$ cat config.mk
export PLATFORM = sky130hd
export DESIGN_NAME = pctbl_calc
export DESIGN_NICKNAME = d
export VERILOG_FILES = /design/src/hw/rtl/pctbl_pkg.sv /design/src/hw/rtl/pctbl_calc.sv
export SDC_FILE = /design/constraint.sdc
export NUM_CORES = 2
export LEC_CHECK = 0
export ABC_AREA = 1
export ABC_CLOCK_PERIOD_IN_PS = 10000
export CORE_AREA = 2 2 300 302
export DETAILED_ROUTE_END_ITERATION = 16
export DIE_AREA = 0 0 302 304
export DONT_BUFFER_PORTS = 1
export PLACE_DENSITY = 0.55
export SYNTH_ARGS = -nofsm -noshare
export SYNTH_HDL_FRONTEND = slang
export SYNTH_SLANG_ARGS = --single-unit
$ cat constraint.sdc
create_clock -name aclk -period 10 [get_ports aclk]
set_input_delay 0.5 -clock aclk [delete_from_list [all_inputs] [get_ports aclk]]
set_output_delay 0.5 -clock aclk [all_outputs]
set_load 0.05 [all_outputs]
$ cat src/hw/rtl/pctbl_pkg.sv
// Shared types, constants and helper functions of the per-client token bucket limiter.
package pctbl_pkg;

    localparam int CLIENT_SLOTS = 4096;
    localparam int SLOT_W       = $clog2(CLIENT_SLOTS);

    localparam int CFG_W     = 16;
    localparam int CFG_IDX_W = 2;
    localparam int SLOT_IN_W = 12;
    localparam int TIME_W    = 32;
    localparam int CNT_W     = 16;
    localparam int PROD_W    = TIME_W + CFG_W;

    localparam logic [CFG_IDX_W-1:0] REG_BUCKET_CAPACITY = 2'd0;
    localparam logic [CFG_IDX_W-1:0] REG_REFILL_RATE     = 2'd1;
    localparam logic [CFG_IDX_W-1:0] REG_BAN_SECONDS     = 2'd2;
    localparam logic [CFG_IDX_W-1:0] REG_MAX_CONNECTIONS = 2'd3;

    localparam logic [CFG_W-1:0] RST_BUCKET_CAPACITY = 16'd40;
    localparam logic [CFG_W-1:0] RST_REFILL_RATE     = 16'd10;
    localparam logic [CFG_W-1:0] RST_BAN_SECONDS     = 16'd60;
    localparam logic [CFG_W-1:0] RST_MAX_CONNECTIONS = 16'd50;

    localparam logic OP_ACQUIRE = 1'b0;
    localparam logic OP_RELEASE = 1'b1;

    localparam logic [1:0] VERDICT_OK         = 2'd0;
    localparam logic [1:0] VERDICT_NEW_BAN    = 2'd1;
    localparam logic [1:0] VERDICT_BANNED     = 2'd2;
    localparam logic [1:0] VERDICT_CONN_LIMIT = 2'd3;

    typedef struct packed {
        logic [CFG_W-1:0] bucket_capacity;
        logic [CFG_W-1:0] refill_rate;
        logic [CFG_W-1:0] ban_seconds;
        logic [CFG_W-1:0] max_connections;
    } cfg_t;

    typedef struct packed {
        logic              valid;
        logic [CNT_W-1:0]  tokens;
        logic [TIME_W-1:0] refill_stamp;
        logic [CNT_W-1:0]  conn;
        logic [TIME_W-1:0] ban_deadline;
    } entry_t;

    localparam int ENTRY_W = $bits(entry_t);

    typedef struct packed {
        logic [1:0]       verdict;
        logic [CNT_W-1:0] tokens_left;
        logic [CNT_W-1:0] open_connections;
    } result_t;

    typedef struct packed {
        logic s1_en;
        logic s2_en;
    } calc_ctrl_t;

    // Reduces a raw slot number modulo the table size. The table size is a power of two,
    // so the reduction keeps the low slot bits.
    function automatic logic [SLOT_W-1:0] slot_of(input logic [SLOT_IN_W-1:0] raw);
        return SLOT_W'(raw & SLOT_IN_W'(CLIENT_SLOTS - 1));
    endfunction

endpackage

$ cat src/hw/rtl/pctbl_calc.sv
// Two-stage update datapath: refill product, saturation and the final verdict.
module pctbl_calc (
    input  logic                      aclk,
    input  pctbl_pkg::calc_ctrl_t     ctrl,
    input  pctbl_pkg::cfg_t           cfg,
    input  logic                      op,
    input  logic [pctbl_pkg::TIME_W-1:0] now,
    input  pctbl_pkg::entry_t         rd_entry,
    output pctbl_pkg::entry_t         wr_entry,
    output pctbl_pkg::result_t        result
);
    import pctbl_pkg::*;

    // Stage one: entry selection, ban check and the refill product.
    entry_t              ent1_reg;
    logic                known1_reg;
    logic                banned1_reg;
    logic                refill1_reg;
    logic                conn_full1_reg;
    logic [PROD_W-1:0]   prod1_reg;

    // Stage two: refilled bucket and the saturated ban deadline.
    entry_t              ent2_reg;
    entry_t              ent2_next;
    logic                known2_reg;
    logic                banned2_reg;
    logic                conn_full2_reg;
    logic [TIME_W-1:0]   until2_reg;

    entry_t              ent_sel;
    logic [TIME_W-1:0]   elapsed;
    logic [PROD_W:0]     sum;
    logic [CNT_W-1:0]    tok_refill;
    logic [TIME_W:0]     until_wide;
    logic                do_refill;

    always_comb begin
        ent_sel = rd_entry;
        if (op == OP_ACQUIRE && !rd_entry.valid) begin
            ent_sel.valid        = 1'b1;
            ent_sel.tokens       = cfg.bucket_capacity;
            ent_sel.refill_stamp = now;
            ent_sel.conn         = '0;
            ent_sel.ban_deadline = '0;
        end
        elapsed = now - rd_entry.refill_stamp;
    end

    always_ff @(posedge aclk) begin
        if (ctrl.s1_en) begin
            ent1_reg       <= ent_sel;
            known1_reg     <= rd_entry.valid;
            banned1_reg    <= ent_sel.ban_deadline > now;
            refill1_reg    <= (op == OP_ACQUIRE) && rd_entry.valid
                              && (now > rd_entry.refill_stamp);
            conn_full1_reg <= ent_sel.conn >= cfg.max_connections;
            prod1_reg      <= elapsed * cfg.refill_rate;
        end
    end

    always_comb begin
        do_refill  = refill1_reg && !banned1_reg;
        sum        = (PROD_W + 1)'(ent1_reg.tokens) + (PROD_W + 1)'(prod1_reg);
        tok_refill = (sum > (PROD_W + 1)'(cfg.bucket_capacity)) ? cfg.bucket_capacity
                                                                : sum[CNT_W-1:0];
        until_wide = (TIME_W + 1)'(now) + (TIME_W + 1)'(cfg.ban_seconds);
        ent2_next  = ent1_reg;
        if (do_refill) begin
            ent2_next.tokens       = tok_refill;
            ent2_next.refill_stamp = now;
        end
    end

    always_ff @(posedge aclk) begin
        if (ctrl.s2_en) begin
            ent2_reg       <= ent2_next;
            known2_reg     <= known1_reg;
            banned2_reg    <= banned1_reg;
            conn_full2_reg <= conn_full1_reg;
            until2_reg     <= until_wide[TIME_W] ? '1 : until_wide[TIME_W-1:0];
        end
    end

    // Final decision on the refilled entry.
    always_comb begin
        wr_entry       = ent2_reg;
        result.verdict = VERDICT_OK;
        if (op == OP_RELEASE) begin
            if (known2_reg && ent2_reg.conn != '0) begin
                wr_entry.conn = ent2_reg.conn - CNT_W'(1);
            end
        end else if (banned2_reg) begin
            result.verdict = VERDICT_BANNED;
        end else if (ent2_reg.tokens == '0) begin
            wr_entry.ban_deadline = until2_reg;
            result.verdict        = VERDICT_NEW_BAN;
        end else if (conn_full2_reg) begin
            result.verdict = VERDICT_CONN_LIMIT;
        end else begin
            wr_entry.tokens = ent2_reg.tokens - CNT_W'(1);
            wr_entry.conn   = ent2_reg.conn + CNT_W'(1);
        end

        if (op == OP_RELEASE && !known2_reg) begin
            result.tokens_left      = '0;
            result.open_connections = '0;
        end else begin
            result.tokens_left      = wr_entry.tokens;
            result.open_connections = wr_entry.conn;
        end
    end

endmodule

==> summary.txt <==
Drt
  • Post-DR wirelength/cell: 20.0 um
  • DR iter-0 viols: 1934
  • Routed Antenna Nets: 0
  • DRC: 0
  • Detailed-route via count: 27900
  • DRT Pass-1 Iters: 6
  • Detailed Route WL: 110000 um
  • Routed vias/inst: 5.10

Timing
  • Final period util: 0.853
  • Final setup fails: 0
  • Final hold slack: 0.0454 ns
  • PnR worst setup slack: 1.47 ns
  • Sum Neg Setup Slack: 0 ns
  • Final hold viol count: 0
  • Slew Limit Fails: 0
  • Tmin final: 8.53 ns
  • Slew @ Worst Pin: 1.27 ns
  • Slew margin rel.: 0.151
  • RSZ-0062 raised after global routing: no
  • Final Skew: 0.0289 ns
  • Fmax: 117 MHz

Cells and area
  • Seq. cell area: 0.00844 mm2
  • Commonest non-fill, non-tap cell in the layout: inv_1
  • Area Overhead vs Synth: 6.46%
  • Most frequent cells in the layout: inv_1, nand2_1, nor2_1
  • Filler cell count: 9090
  • Non-Filler Instances: 5469
  • Max reg flops: 97
  • Final net count: 5136
  • Area taken by multi-input logic gates: 0.0227 mm2
  • Share of layout cells above drive strength 1: 0.0592

Die
  • Starting Density: 0.396
  • IO Pins: 328
  • Core area: 0.0890 mm2
  • Die Y: 304 um
  • Die area: 0.0918 mm2
  • Die width: 302 um
  • FP Rows: 110

Critical path
  • Critical path required time: 10.29 ns
  • CP Launch Type: primary input
  • Critical path class: primary input to flip-flop
  • Crit-path max FO: 10
  • Setup crit start: now[0]
  • Worst Path Buf+Inv: 8
  • Largest delay share family, worst path: adder cells
  • Slowest cell delay on critical path: 0.54 ns
  • Crit. End Element: flip-flop
  • Crit-path slowest cell: fa_1
  • R2r startpoint: ent1_reg[80]
  • Critical Path AT: 8.82 ns

Synthesis
  • Post-synth EDFFs: 281
  • Ys Warns: 0
  • Yosys reg bits: 281
  • Syn nets: 5206
  • Syn Inst Count: 4335
  • Top_reg_cell synth: edfxtp_1
  • Netlist Area Pre-Place: 0.0353 mm2
  • Async S/R FF share, synth: 0
  • Synthesized area per cell: 8.13 um2
  • Synth cell types: 62
  • Register area share after synthesis: 0.239

Place
  • Placed cells: 5405
  • Number of buffers added on ports: 0
  • DP Wirelength: 90500 um
  • GPL Wtd Cong: 0.929
  • Pre-CTS setup slack: 1.01 ns

Global route
  • GR Util All Layers: 0.242
  • Vias in the first global route: 28400
  • Aggregate global routing overflow: 0
  • Initial antenna violation count: 5
  • Largest net degree at the start of global routing: 150
  • First-pass GRT wire length: 170000 um

Clock network
  • Clock latency on the worst-skew pair: 0.56 ns
  • Quantity of gates resized following cts: 0
  • CTS H-tree depth: 2
  • Number of CTS-inserted buffers: 34
  • Clock Pin Slew Worst Setup and Hold Paths: 0.06 ns
  • Root Buffer: clkbuf_16
  • # hold bufs at CTS: 0
  • Total setup buffers inserted after CTS: 0
  • Clock Tree Buf Depth: 3
  • Clock sinks: 281
  • CTS tree: built

Job
  • Max-cap viol count: 0

Hold path
  • Worst Hold Class: primary input to flip-flop
  • Min-delay src: ctrl[0]

Outcome
  • Status: completed
final cells by class:
class	count	share of cell area
Clock buffer	42	0.0240
Sequential cell	281	0.225
Timing Repair Buffer	29	0.00580
Multi-Input combinational cell	2981	0.604
Antenna cell	3	0.000200
Tap cell	1176	0.0392
Clock inverter	19	0.00793
Inverter	938	0.0938
synthesized netlist by cell type (3+ instances only):
cell	n	area, um2
nor4_1	12	75.1
or2_1	7	43.8
nor3_1	39	195
clkbuf_1	88	330
xnor2_1	30	263
fa_1	421	8430
nor2_1	455	1710
mux2_2	32	360
buf_4	35	263
a31oi_1	22	138
nor3_2	4	40.0
xor2_1	83	727
a21oi_2	3	26.3
o21a_1	8	60.1
clkinv_1	9	33.8
or2_2	62	388
o211ai_1	13	97.6
o31ai_1	5	37.5
nor2_2	11	68.8
nand2_1	896	3360
edfxtp_1	281	8440
o21bai_1	5	37.5
a21o_1	10	75.1
inv_1	909	3410
nand3_2	3	30.0
nand3b_1	13	97.6
a211oi_1	4	30.0
nand4_1	40	250
ha_1	253	3170
nor3b_1	3	22.5
nand3_1	158	791
buf_2	9	45.0
inv_2	20	75.1
nor2_4	4	45.0
nand2_2	20	125
o21ai_1	8	40.0
o21ai_0	165	826
a21oi_1	164	821
stage by stage:
step | utilization | cell area [um2]
floorplan | - | 35300
global placement | 0.408 | 36300
detailed placement | 0.408 | 36300
CTS | 0.421 | 37500
global route | 0.421 | 37500
finish | 0.421 | 37500
worst register-to-register path, cell delays in order (launching register included):
cell and delay (ns):
edfxtp_1 0.42, ha_1 0.28, fa_1 0.46, nand2_1 0.11, nand3_1 0.09, nand3_1 0.12, nand2_2 0.13, nand2_1 0.08
nand2_1 0.10, xor2_1 0.19, ha_1 0.31, nand2_1 0.08, nor2_1 0.11, nand2_1 0.06, nor4_1 0.32, nand3_1 0.13
nor2_1 0.10, nand3_1 0.07, nor2_1 0.09, nand2_1 0.06, nand2_2 0.32, nand2_4 0.21, nand2_1 0.10, nand3_1 0.06
nand2_1 0.15
cells by family after synthesis:
| group | Yosys count | synth area share |
|---|---|---|
| compound gates | 424 | 0.0664 |
| simple gates | 1738 | 0.209 |
| xor+xnor | 113 | 0.0281 |
| flops | 281 | 0.239 |
| buf+inv | 1073 | 0.118 |
| fa+ha+maj | 674 | 0.329 |
| mux | 32 | 0.0102 |
metal layers:
metal  routed length (um)  global-route usage  up-vias
met5                   13                   0        -
met4                 3480              0.0730        2
met3                 8180              0.0502      159
met2                51100               0.397      863
met1                46900               0.322    13600
li1                     -                   -    13300
final timing paths:
check                   to  slack, ns  cells after the start
min reg2reg    ent2_reg[3]       0.40                      0
max          prod1_reg[39]       1.47                     35
min           wr_entry[63]       0.05                      0
max reg2reg   ent2_reg[95]       5.70                     24
Power is not shown: default switching activity piles up to over one toggle a cycle in this logic, so the estimate is an artifact.
