## config.mk

```make
export PLATFORM = sky130hd
export DESIGN_NAME = pctbl_ram
export DESIGN_NICKNAME = d
export VERILOG_FILES = /design/src/hw/rtl/pctbl_ram.sv
export SDC_FILE = /design/constraint.sdc
export NUM_CORES = 1
export LEC_CHECK = 0
export BUFFER_PORTS_ARGS = -buffer_cell sky130_fd_sc_hd__buf_2
export CELL_PAD_IN_SITES_DETAIL_PLACEMENT = 0
export CELL_PAD_IN_SITES_GLOBAL_PLACEMENT = 1
export CORE_ASPECT_RATIO = 1.1
export CORE_MARGIN = 1.5
export CORE_UTILIZATION = 55
export CTS_CLUSTER_DIAMETER = 60
export DETAILED_ROUTE_END_ITERATION = 7
export MAX_ROUTING_LAYER = met4
export PLACE_DENSITY = 0.88
export SLEW_MARGIN = 20
export SYNTH_ARGS = -nofsm -noshare
export SYNTH_HDL_FRONTEND = slang
export SYNTH_SLANG_ARGS = --single-unit
export TNS_END_PERCENT = 50
```

## constraint.sdc

```tcl
create_clock -name aclk -period 2.5 [get_ports aclk]
set_input_delay 0 -clock aclk [delete_from_list [all_inputs] [get_ports aclk]]
set_output_delay 0 -clock aclk [all_outputs]
set_load 0.01 [all_outputs]
```

## src/hw/rtl/pctbl_ram.sv

```systemverilog
// Generic simple dual-port RAM with one write port and a registered read port.
module pctbl_ram #(
    parameter int WIDTH = 8,
    parameter int DEPTH = 16
) (
    input  logic                     aclk,
    input  logic                     we,
    input  logic [$clog2(DEPTH)-1:0] waddr,
    input  logic [WIDTH-1:0]         wdata,
    input  logic                     re,
    input  logic [$clog2(DEPTH)-1:0] raddr,
    output logic [WIDTH-1:0]         rdata
);

    logic [WIDTH-1:0] mem [DEPTH];

    always_ff @(posedge aclk) begin
        if (we) begin
            mem[waddr] <= wdata;
        end
        if (re) begin
            rdata <= mem[raddr];
        end
    end

endmodule

```

==> results_dict.tcl, run 1 <==
set metrics [dict create \
    synth_top_area_frac 0.781 \
    rows 37 \
    regArea_um2 4080 \
    dieArea_um2 10100 \
    cts_hold_buf 9 \
    drive_above_1_share 0.273 \
    multi_input_area_um2 1060 \
    cp_max_fo 1 \
    final_util 0.655 \
    drc 0 \
    pwr_density_cell_nw_per_um2 784 \
    ys_types 18 \
    start_kind "flop" \
    yosys-top-cells-area "edfxtp_1 (78%), mux4_2 (7.8%), mux4_1 (7.0%), a22oi_1 (2.3%), nor2_1 (0.93%)" \
    path_class "reg -> reg" \
    mostFrequentLayoutCells "edfxtp_1 (136), buf_2 (26), mux4_2 (18)" \
    final_common_cell "edfxtp_1" \
    finalCritPeriodShare 0.609 \
    met1_length_um 3800 \
    worstPathRequired_ps 2760 \
    ys_seq_area_frac 0.781 \
    antenna_found_initial 0 \
    io_pins 27 \
    start_util 0.562 \
    grt_overflow 0 \
    finalSetupViolations 0 \
    core_area_um2 9310 \
    grt_pass1_wl_um 15100 \
    wl_um 9910 \
    synth_cells 229 \
    p_leak_nw 2.06 \
    arrival_ps 1790 \
    port_buffers 26 \
    clock_path_buffers 2 \
    peakVddDrop_mv 0.520 \
    n_antenna_cell 0 \
    hold_viol 0 \
    dr_wl_met3_um 830 \
    place_ws_ps 685 \
    die_h_um 105 \
    max_freq_mhz 657 \
    clk_pin_slew_ps 60 \
    drtIter0Drc 288 \
    async_flop_share 0 \
    vias 2497 \
    grt_pass1_vias 2586 \
    drv.max_cap_violation_count 0 \
    worst_pin_slew_ps 831 \
    synth_top_area_cell "edfxtp_1" \
    place.gp.congestion 0.754 \
    cts_resized 0 \
    cts_tree "built" \
    post_cts_buffers 0 \
    critPathCaptureType "flop" \
    place_inst 377 \
    track_usage 0.233 \
    synth_seq_cells 136 \
    wl_met2_um 5110 \
    tns_ps 0 \
    stdcell_count 414 \
    n_fill_cell 598 \
    grt_setup_unrepaired "no" \
    outcome "finished clean" \
    cts_made_buffers 17 \
    first_pass_iters 5 \
    hpwl_um 6200 \
    viasPerCell 6.03 \
    die_width_um 96.0 \
    min_path_type "in -> reg" \
    grt_max_degree 22 \
    top_layer "met4" \
    synth_edf_count 136 \
    max_slew_margin 0.444 \
    fin_nets 307 \
    clk_latency_ps 520 \
    cts_sinks 136 \
    synth_ff_type "edfxtp_1" \
    finalMaxSlewViolations 0 \
    skew_ps 6.15 \
    min_period_ps 1520 \
    setup_slack_ps 977 \
    wl_per_cell_um 23.9 \
    ant_nets 0 \
    synth_warnings 0 \
    synth_fp_nets 248 \
    syn_area_per_cell_um2 22.8 \
    area_growth_pct 16.6 \
    cts_max_level 4 \
    syn_area_um2 5230 \
    cts-root-buf "clkbuf_8" \
]
-- routing by layer --
| metal | track usage | vias to the layer above |
|---|---|---|
| met5 | - | - |
| met4 | 0.0966 | 0 |
| met3 | 0.0815 | 13 |
| met2 | 0.342 | 123 |
| met1 | 0.298 | 1262 |
| li1 | - | 1099 |
-- flip-flops by register name, indices dropped and copies added, names as in the netlist --
name and flops:
mem 128, rdata 8
-- layout make-up --
type,instances,area share
Timing Repair Buffer,50,0.0567
Clock inverter,9,0.00637
Sequential cell,136,0.670
Clock buffer,19,0.0692
Multi-Input combinational cell,83,0.174
Tap cell,117,0.0240
-- stage by stage --
step / hold WS [ps] / cell area [µm²] / power [mW]
2_1_floorplan: 98.9 / 5230 / 2.76
3_3_place_gp: 371 / 5540 / 2.85
3_5_place_dp: 375 / 5540 / 2.86
4_1_cts: 12.9 / 6090 / 4.82
5_1_grt: 38.9 / 6090 / 4.93
6_report: 42.9 / 6090 / 4.78
-- critical path, stage by stage (launching register included) --
cell	delay, ps
edfxtp_1	370
mux4_1	520
a22oi_1	290
nand2_1	90
-- kinds of logic (layout without fill, tap and decap cells) --
| family | after synthesis | after routing | synth area share |
|---|---|---|---|
| buf+inv | 10 | 78 | 0.0165 |
| compound gates | 16 | 16 | 0.0230 |
| mux | 32 | 32 | 0.148 |
| flops | 136 | 136 | 0.781 |
| simple gates | 35 | 35 | 0.0314 |
-- synth_stat cells (all sizes together) (2+ instances only) --
cell type	number
a22oi	16
buf	7
clkdlybuf4s25	3
edfxtp	136
mux4	32
nand2	9
nand2b	2
nand3b	2
nor2	13
nor3	4
-- report_power, final --
group,internal [mW],total (mW),switching [mW]
combinational,0.106,0.242,0.136
sequential,2.57,2.59,0.0135
clock,1.16,1.95,0.786
total,3.84,4.78,0.936
-- path summary, 6_finish.rpt --
check             slack, ps  startpoint  depth (start not counted)        end
hold reg to reg         750  mem[15][4]                          3   rdata[4]
setup reg to reg        980   mem[2][5]                          3   rdata[5]
setup / recovery        980   mem[2][5]                          3   rdata[5]
hold / removal           40    waddr[1]                          3  mem[4][4]
Note: power is estimated with default switching activity, not from simulation.
==> inputs of run 2 (changes only) <==
--- a/config.mk
+++ b/config.mk
@@ -10,11 +10,11 @@
 export CELL_PAD_IN_SITES_GLOBAL_PLACEMENT = 1
 export CORE_ASPECT_RATIO = 1.1
 export CORE_MARGIN = 1.5
-export CORE_UTILIZATION = 55
+export CORE_UTILIZATION = 48
 export CTS_CLUSTER_DIAMETER = 60
 export DETAILED_ROUTE_END_ITERATION = 7
 export MAX_ROUTING_LAYER = met4
-export PLACE_DENSITY = 0.88
+export PLACE_DENSITY = 0.82
 export SLEW_MARGIN = 20
 export SYNTH_ARGS = -nofsm -noshare
 export SYNTH_HDL_FRONTEND = slang
==> constraint.sdc (replaced) <==
create_clock -name aclk -period 1.3 [get_ports aclk]
set_input_delay 0 -clock aclk [delete_from_list [all_inputs] [get_ports aclk]]
set_output_delay 0 -clock aclk [all_outputs]
set_load 0.01 [all_outputs]
==> results_dict.tcl, run 2 (synthesis gave the netlist of run 1 again) <==
set metrics [dict create \
    p_leak_nw 2.12 \
    grtUsageMet1 0.247 \
    clk_latency_ps 410 \
    min_path_type "in -> reg" \
    crit_chain "mux4_2 -> a22oi_2 -> nand2_1" \
    path_class "reg -> reg" \
    grt_overflow 0 \
    port_buffers 26 \
    peakVddDrop_mv 0.824 \
    core_area_um2 10500 \
    place_ws_ps -263 \
    vias 2477 \
    top_regs "mem (128), rdata (8)" \
    dieArea_um2 11500 \
    grt_setup_unrepaired "yes" \
    place_inst 410 \
    timing.hold.ws_ps 145 \
    worst_pin_slew_ps 892 \
    violations "setup timing" \
    wl_per_cell_um 21.3 \
    max_freq_mhz 689 \
    io_pins 27 \
    worstPathRequired_ps 1460 \
    final_area_um2 6320 \
    rows 39 \
    p_total_mw 10.0 \
    cts_tree "built" \
    start_kind "flop" \
    tns_ps -837 \
    finalSetupViolations 8 \
    grt_pass1_vias 2589 \
    grt_pass1_wl_um 14800 \
    finalCritPeriodShare 1.12 \
    first_pass_iters 4 \
    cp_max_fo 1 \
    grt_max_degree 18 \
    viasPerCell 5.50 \
    wl_um 9570 \
    skew_ps 6.98 \
    top_register "mem" \
    place.gp.congestion 0.711 \
    final_common_cell "edfxtp_1" \
    top_usage_layer "met2" \
    antenna_found_initial 0 \
    min_period_ps 1450 \
    critPathCaptureType "flop" \
    fin_nets 314 \
    n_antenna_cell 0 \
    arrival_ps 1610 \
    largest_reg_flops 128 \
    final_util 0.602 \
    cts_made_buffers 17 \
    cts_sinks 136 \
    max_stage_delay_ps 520 \
    start_util 0.498 \
    cts-root-buf "clkbuf_16" \
    hold_viol 0 \
    post_cts_buffers 0 \
    pwr_density_cell_nw_per_um2 1590 \
    drive_above_1_share 0.365 \
    die_h_um 112 \
    cts_max_level 4 \
    drtIter0Drc 215 \
    outcome "finished with violations" \
    max_slew_margin 0.404 \
    finalMaxSlewViolations 0 \
    grt_util_met3 0.0598 \
    drc 0 \
    track_usage 0.196 \
    mostFrequentLayoutCells "edfxtp_1 (136), mux4_2 (28), buf_2 (26)" \
    crit_slowest_cell "mux4_2" \
    die_width_um 103 \
    ant_nets 0 \
    stdcell_count 450 \
    area_growth_pct 20.8 \
    drv.max_cap_violation_count 0 \
    clk_pin_slew_ps 50 \
    clock_path_buffers 2 \
    hpwl_um 6090 \
    grt_use_met2 0.298 \
    setup_slack_ps -152 \
    placed_cell_area_um2 5660 \
]
==> run 2: power breakdown <==
part	internal (mW)	switching (mW)
Clock	2.96	1.61
Combinational	0.232	0.273
Sequential	4.95	0.0280
==> run 2: critical path: cells and delay by family, from the launching register on <==
| family | cells | cell delay [ps] |
|---|---|---|
| flops | 1 | 400 |
| compound gates | 1 | 200 |
| simple gates | 1 | 80 |
| mux | 1 | 520 |
==> run 2: what timing repair did <==
| item | CTS | global route |
|---|---|---|
| setup endpoints to repair | 8 | 8 |
| endpoints found under the hold margin | 136 | 0 |
| gates resized for setup | 10 | 8 |
| hold buffers | 9 | 0 |
| pin swaps | 6 | 2 |
==> run 2: layer usage <==
metal,up-vias,part of all wire,routed length [µm]
li1,1101,-,-
met1,1272,0.40,3810
met2,90,0.52,4930
met3,14,0.068,653
met4,0,0.017,167
met5,-,0,0
==> run 2: final cells by class <==
class / instances / area (µm²)
Sequential cell: 136 / 4080
Clock buffer: 19 / 433
Tap cell: 143 / 179
Timing Repair Buffer: 57 / 423
Fill cell: 718 / 4170
Multi-Input combinational cell: 83 / 1060
Clock inverter: 12 / 134
==> run 2: path summary, 6_finish.rpt <==
| path | start | endpoint | slack, ps | cells past startpoint |
|---|---|---|---|---|
| worst max-delay path | mem[3][4] | rdata[4] | -150 | 3 |
| worst min-delay path | waddr[0] | mem[0][6] | 140 | 3 |
| worst max register to register | mem[3][4] | rdata[4] | -150 | 3 |
| worst min register to register | mem[15][0] | rdata[0] | 750 | 3 |
==> inputs of run 3 (changes only) <==
--- a/config.mk
+++ b/config.mk
@@ -6,15 +6,15 @@
 export NUM_CORES = 1
 export LEC_CHECK = 0
 export BUFFER_PORTS_ARGS = -buffer_cell sky130_fd_sc_hd__buf_2
-export CELL_PAD_IN_SITES_DETAIL_PLACEMENT = 0
+export CELL_PAD_IN_SITES_DETAIL_PLACEMENT = 1
 export CELL_PAD_IN_SITES_GLOBAL_PLACEMENT = 1
 export CORE_ASPECT_RATIO = 1.1
 export CORE_MARGIN = 1.5
-export CORE_UTILIZATION = 48
+export CORE_UTILIZATION = 55
 export CTS_CLUSTER_DIAMETER = 60
 export DETAILED_ROUTE_END_ITERATION = 7
 export MAX_ROUTING_LAYER = met4
-export PLACE_DENSITY = 0.82
+export PLACE_DENSITY = 0.88
 export SLEW_MARGIN = 20
 export SYNTH_ARGS = -nofsm -noshare
 export SYNTH_HDL_FRONTEND = slang
==> constraint.sdc (replaced) <==
create_clock -name aclk -period 1.85 [get_ports aclk]
set_input_delay 0 -clock aclk [delete_from_list [all_inputs] [get_ports aclk]]
set_output_delay 0 -clock aclk [all_outputs]
set_load 0.01 [all_outputs]
==> results_dict.tcl, run 3 (synthesis gave the netlist of run 1 again) <==
set metrics [dict create \
    outcome "finished clean" \
    path_class "reg -> reg" \
    grt_setup_unrepaired "no" \
    vias 2639 \
    rows 37 \
    viasPerCell 6.21 \
    mostFrequentLayoutCells "edfxtp_1 (136), buf_2 (26), buf_4 (21)" \
    timing.hold.ws_ps 68.8 \
    cts-root-buf "clkbuf_8" \
    grt_pass1_vias 2865 \
    ant_nets 0 \
    drv.max_cap_violation_count 0 \
    grt_overflow 0 \
    grt_max_degree 26 \
    drc 0 \
    arrival_ps 1790 \
    grt_pass1_wl_um 17300 \
    max_stage_delay_ps 490 \
    min_path_type "in -> reg" \
    skew_ps 4.87 \
    switchingPower_mw 1.39 \
    cts_made_buffers 17 \
    p_seq_frac 0.487 \
    switching_share 0.194 \
    clock_path_buffers 2 \
    max_freq_mhz 656 \
    tns_ps 0 \
    clk_latency_ps 520 \
    p_int_mw 5.78 \
    clk_pin_slew_ps 60 \
    rr_worst_depth 3 \
    worstPathRequired_ps 2120 \
    p_total_mw 7.18 \
    n_antenna_cell 0 \
    whs_path_depth 3 \
    track_usage 0.265 \
    drtIter0Drc 211 \
    p_comb_frac 0.048 \
    die_h_um 105 \
    start_kind "flop" \
    top_register "mem" \
    cts_resized 0 \
    finalMaxSlewViolations 0 \
    first_pass_iters 4 \
    largest_reg_flops 128 \
    finalSetupViolations 0 \
    io_pins 27 \
    place.gp.congestion 0.738 \
    worst_pin_slew_ps 782 \
    p_leak_nw 2.16 \
    min_period_ps 1520 \
    finalCritPeriodShare 0.823 \
    crit_chain "mux4_2 -> a22oi_1 -> nand2_1" \
    port_buffers 26 \
    antenna_found_initial 0 \
    pwr_density_cell_nw_per_um2 1150 \
    cts_sinks 136 \
    place_inst 384 \
    cts_max_level 4 \
    max_slew_margin 0.478 \
    wl_per_cell_um 27.0 \
    stdcell_count 425 \
    area_growth_pct 19.9 \
    wl_um 11500 \
    rr_startpoint "mem[0][6]" \
    clkPwrFrac 0.465 \
    cp-startpoint "mem[0][6]" \
    fin_nets 314 \
    hold_viol 0 \
    peakVddDrop_mv 0.832 \
    crit_slowest_cell "mux4_2" \
    critPathCaptureType "flop" \
    drive_above_1_share 0.302 \
    die_width_um 96.0 \
    start_util 0.562 \
    top_regs "mem (128), rdata (8)" \
    n_fill_cell 750 \
    cts_tree "built" \
    hpwl_um 7240 \
    cp_max_fo 1 \
    core_area_um2 9310 \
    final_common_cell "edfxtp_1" \
    dieArea_um2 10100 \
    holdCritStartpoint "waddr[0]" \
]
## run 3: changes by cell type in the layout (fill, tap and decap cells not counted), moves of 2 or more
cell	delta
a22oi_1	+8
a22oi_2	-8
buf_12	-2
buf_4	+2
mux4_1	+10
mux4_2	-10
## run 3: power groups by stage
| stage | clock network [mW] | registers (mW) | logic, mW |
|---|---|---|---|
| 6_report | 3.33 | 3.49 | 0.347 |
| 3_5_place_dp | 0 | 3.56 | 0.331 |
| 3_3_place_gp | 0 | 3.55 | 0.311 |
| 4_1_cts | 3.37 | 3.50 | 0.350 |
| 5_1_grt | 3.47 | 3.50 | 0.374 |
| 2_1_floorplan | 0 | 3.56 | 0.175 |
## run 3: worst max-delay path: cells and delay by family, from the launching register on
kind | cells | cell delay, ps
AND/OR/NAND/NOR | 1 | 100
multiplexers | 1 | 490
flip-flops | 1 | 400
AO/OA/AOI/OAI | 1 | 280
## run 3: cell type report
class | count | area (µm²) | area share
multi-input cells | 83 | 1060 | 0.169
clock buffers | 20 | 425 | 0.0679
clock inverters | 12 | 156 | 0.0250
flip-flops and latches | 136 | 4080 | 0.652
well taps | 117 | 146 | 0.0234
repair buffers | 57 | 398 | 0.0635
## run 3: timing repair
item,4_1_cts,5_1_grt
setup buffers,0,0
endpoints found under the hold margin,136,0
hold buffers,9,0
## run 3: per-stage QoR
step                setup slack, ps  cell area (µm²)  utilization
floorplan                       357             5230            -
detailed placement              269             5600        0.601
global route                    236             6270        0.674
global placement                275             5600        0.601
finish                          327             6270        0.674
CTS                             302             6270        0.674
## run 3: metal layers
metal	wire [µm]	global-route usage	up-vias
met5	0	-	-
li1	-	-	1113
met1	4790	0.351	1377
met3	644	0.0700	30
met2	5700	0.390	119
met4	353	0.120	0
## run 3: final timing paths
| kind | endpoint | slack (ps) |
|---|---|---|
| max reg2reg | rdata[6] | 330 |
| min reg2reg | rdata[6] | 760 |
| min | mem[4][7] | 70 |
| max | rdata[6] | 330 |
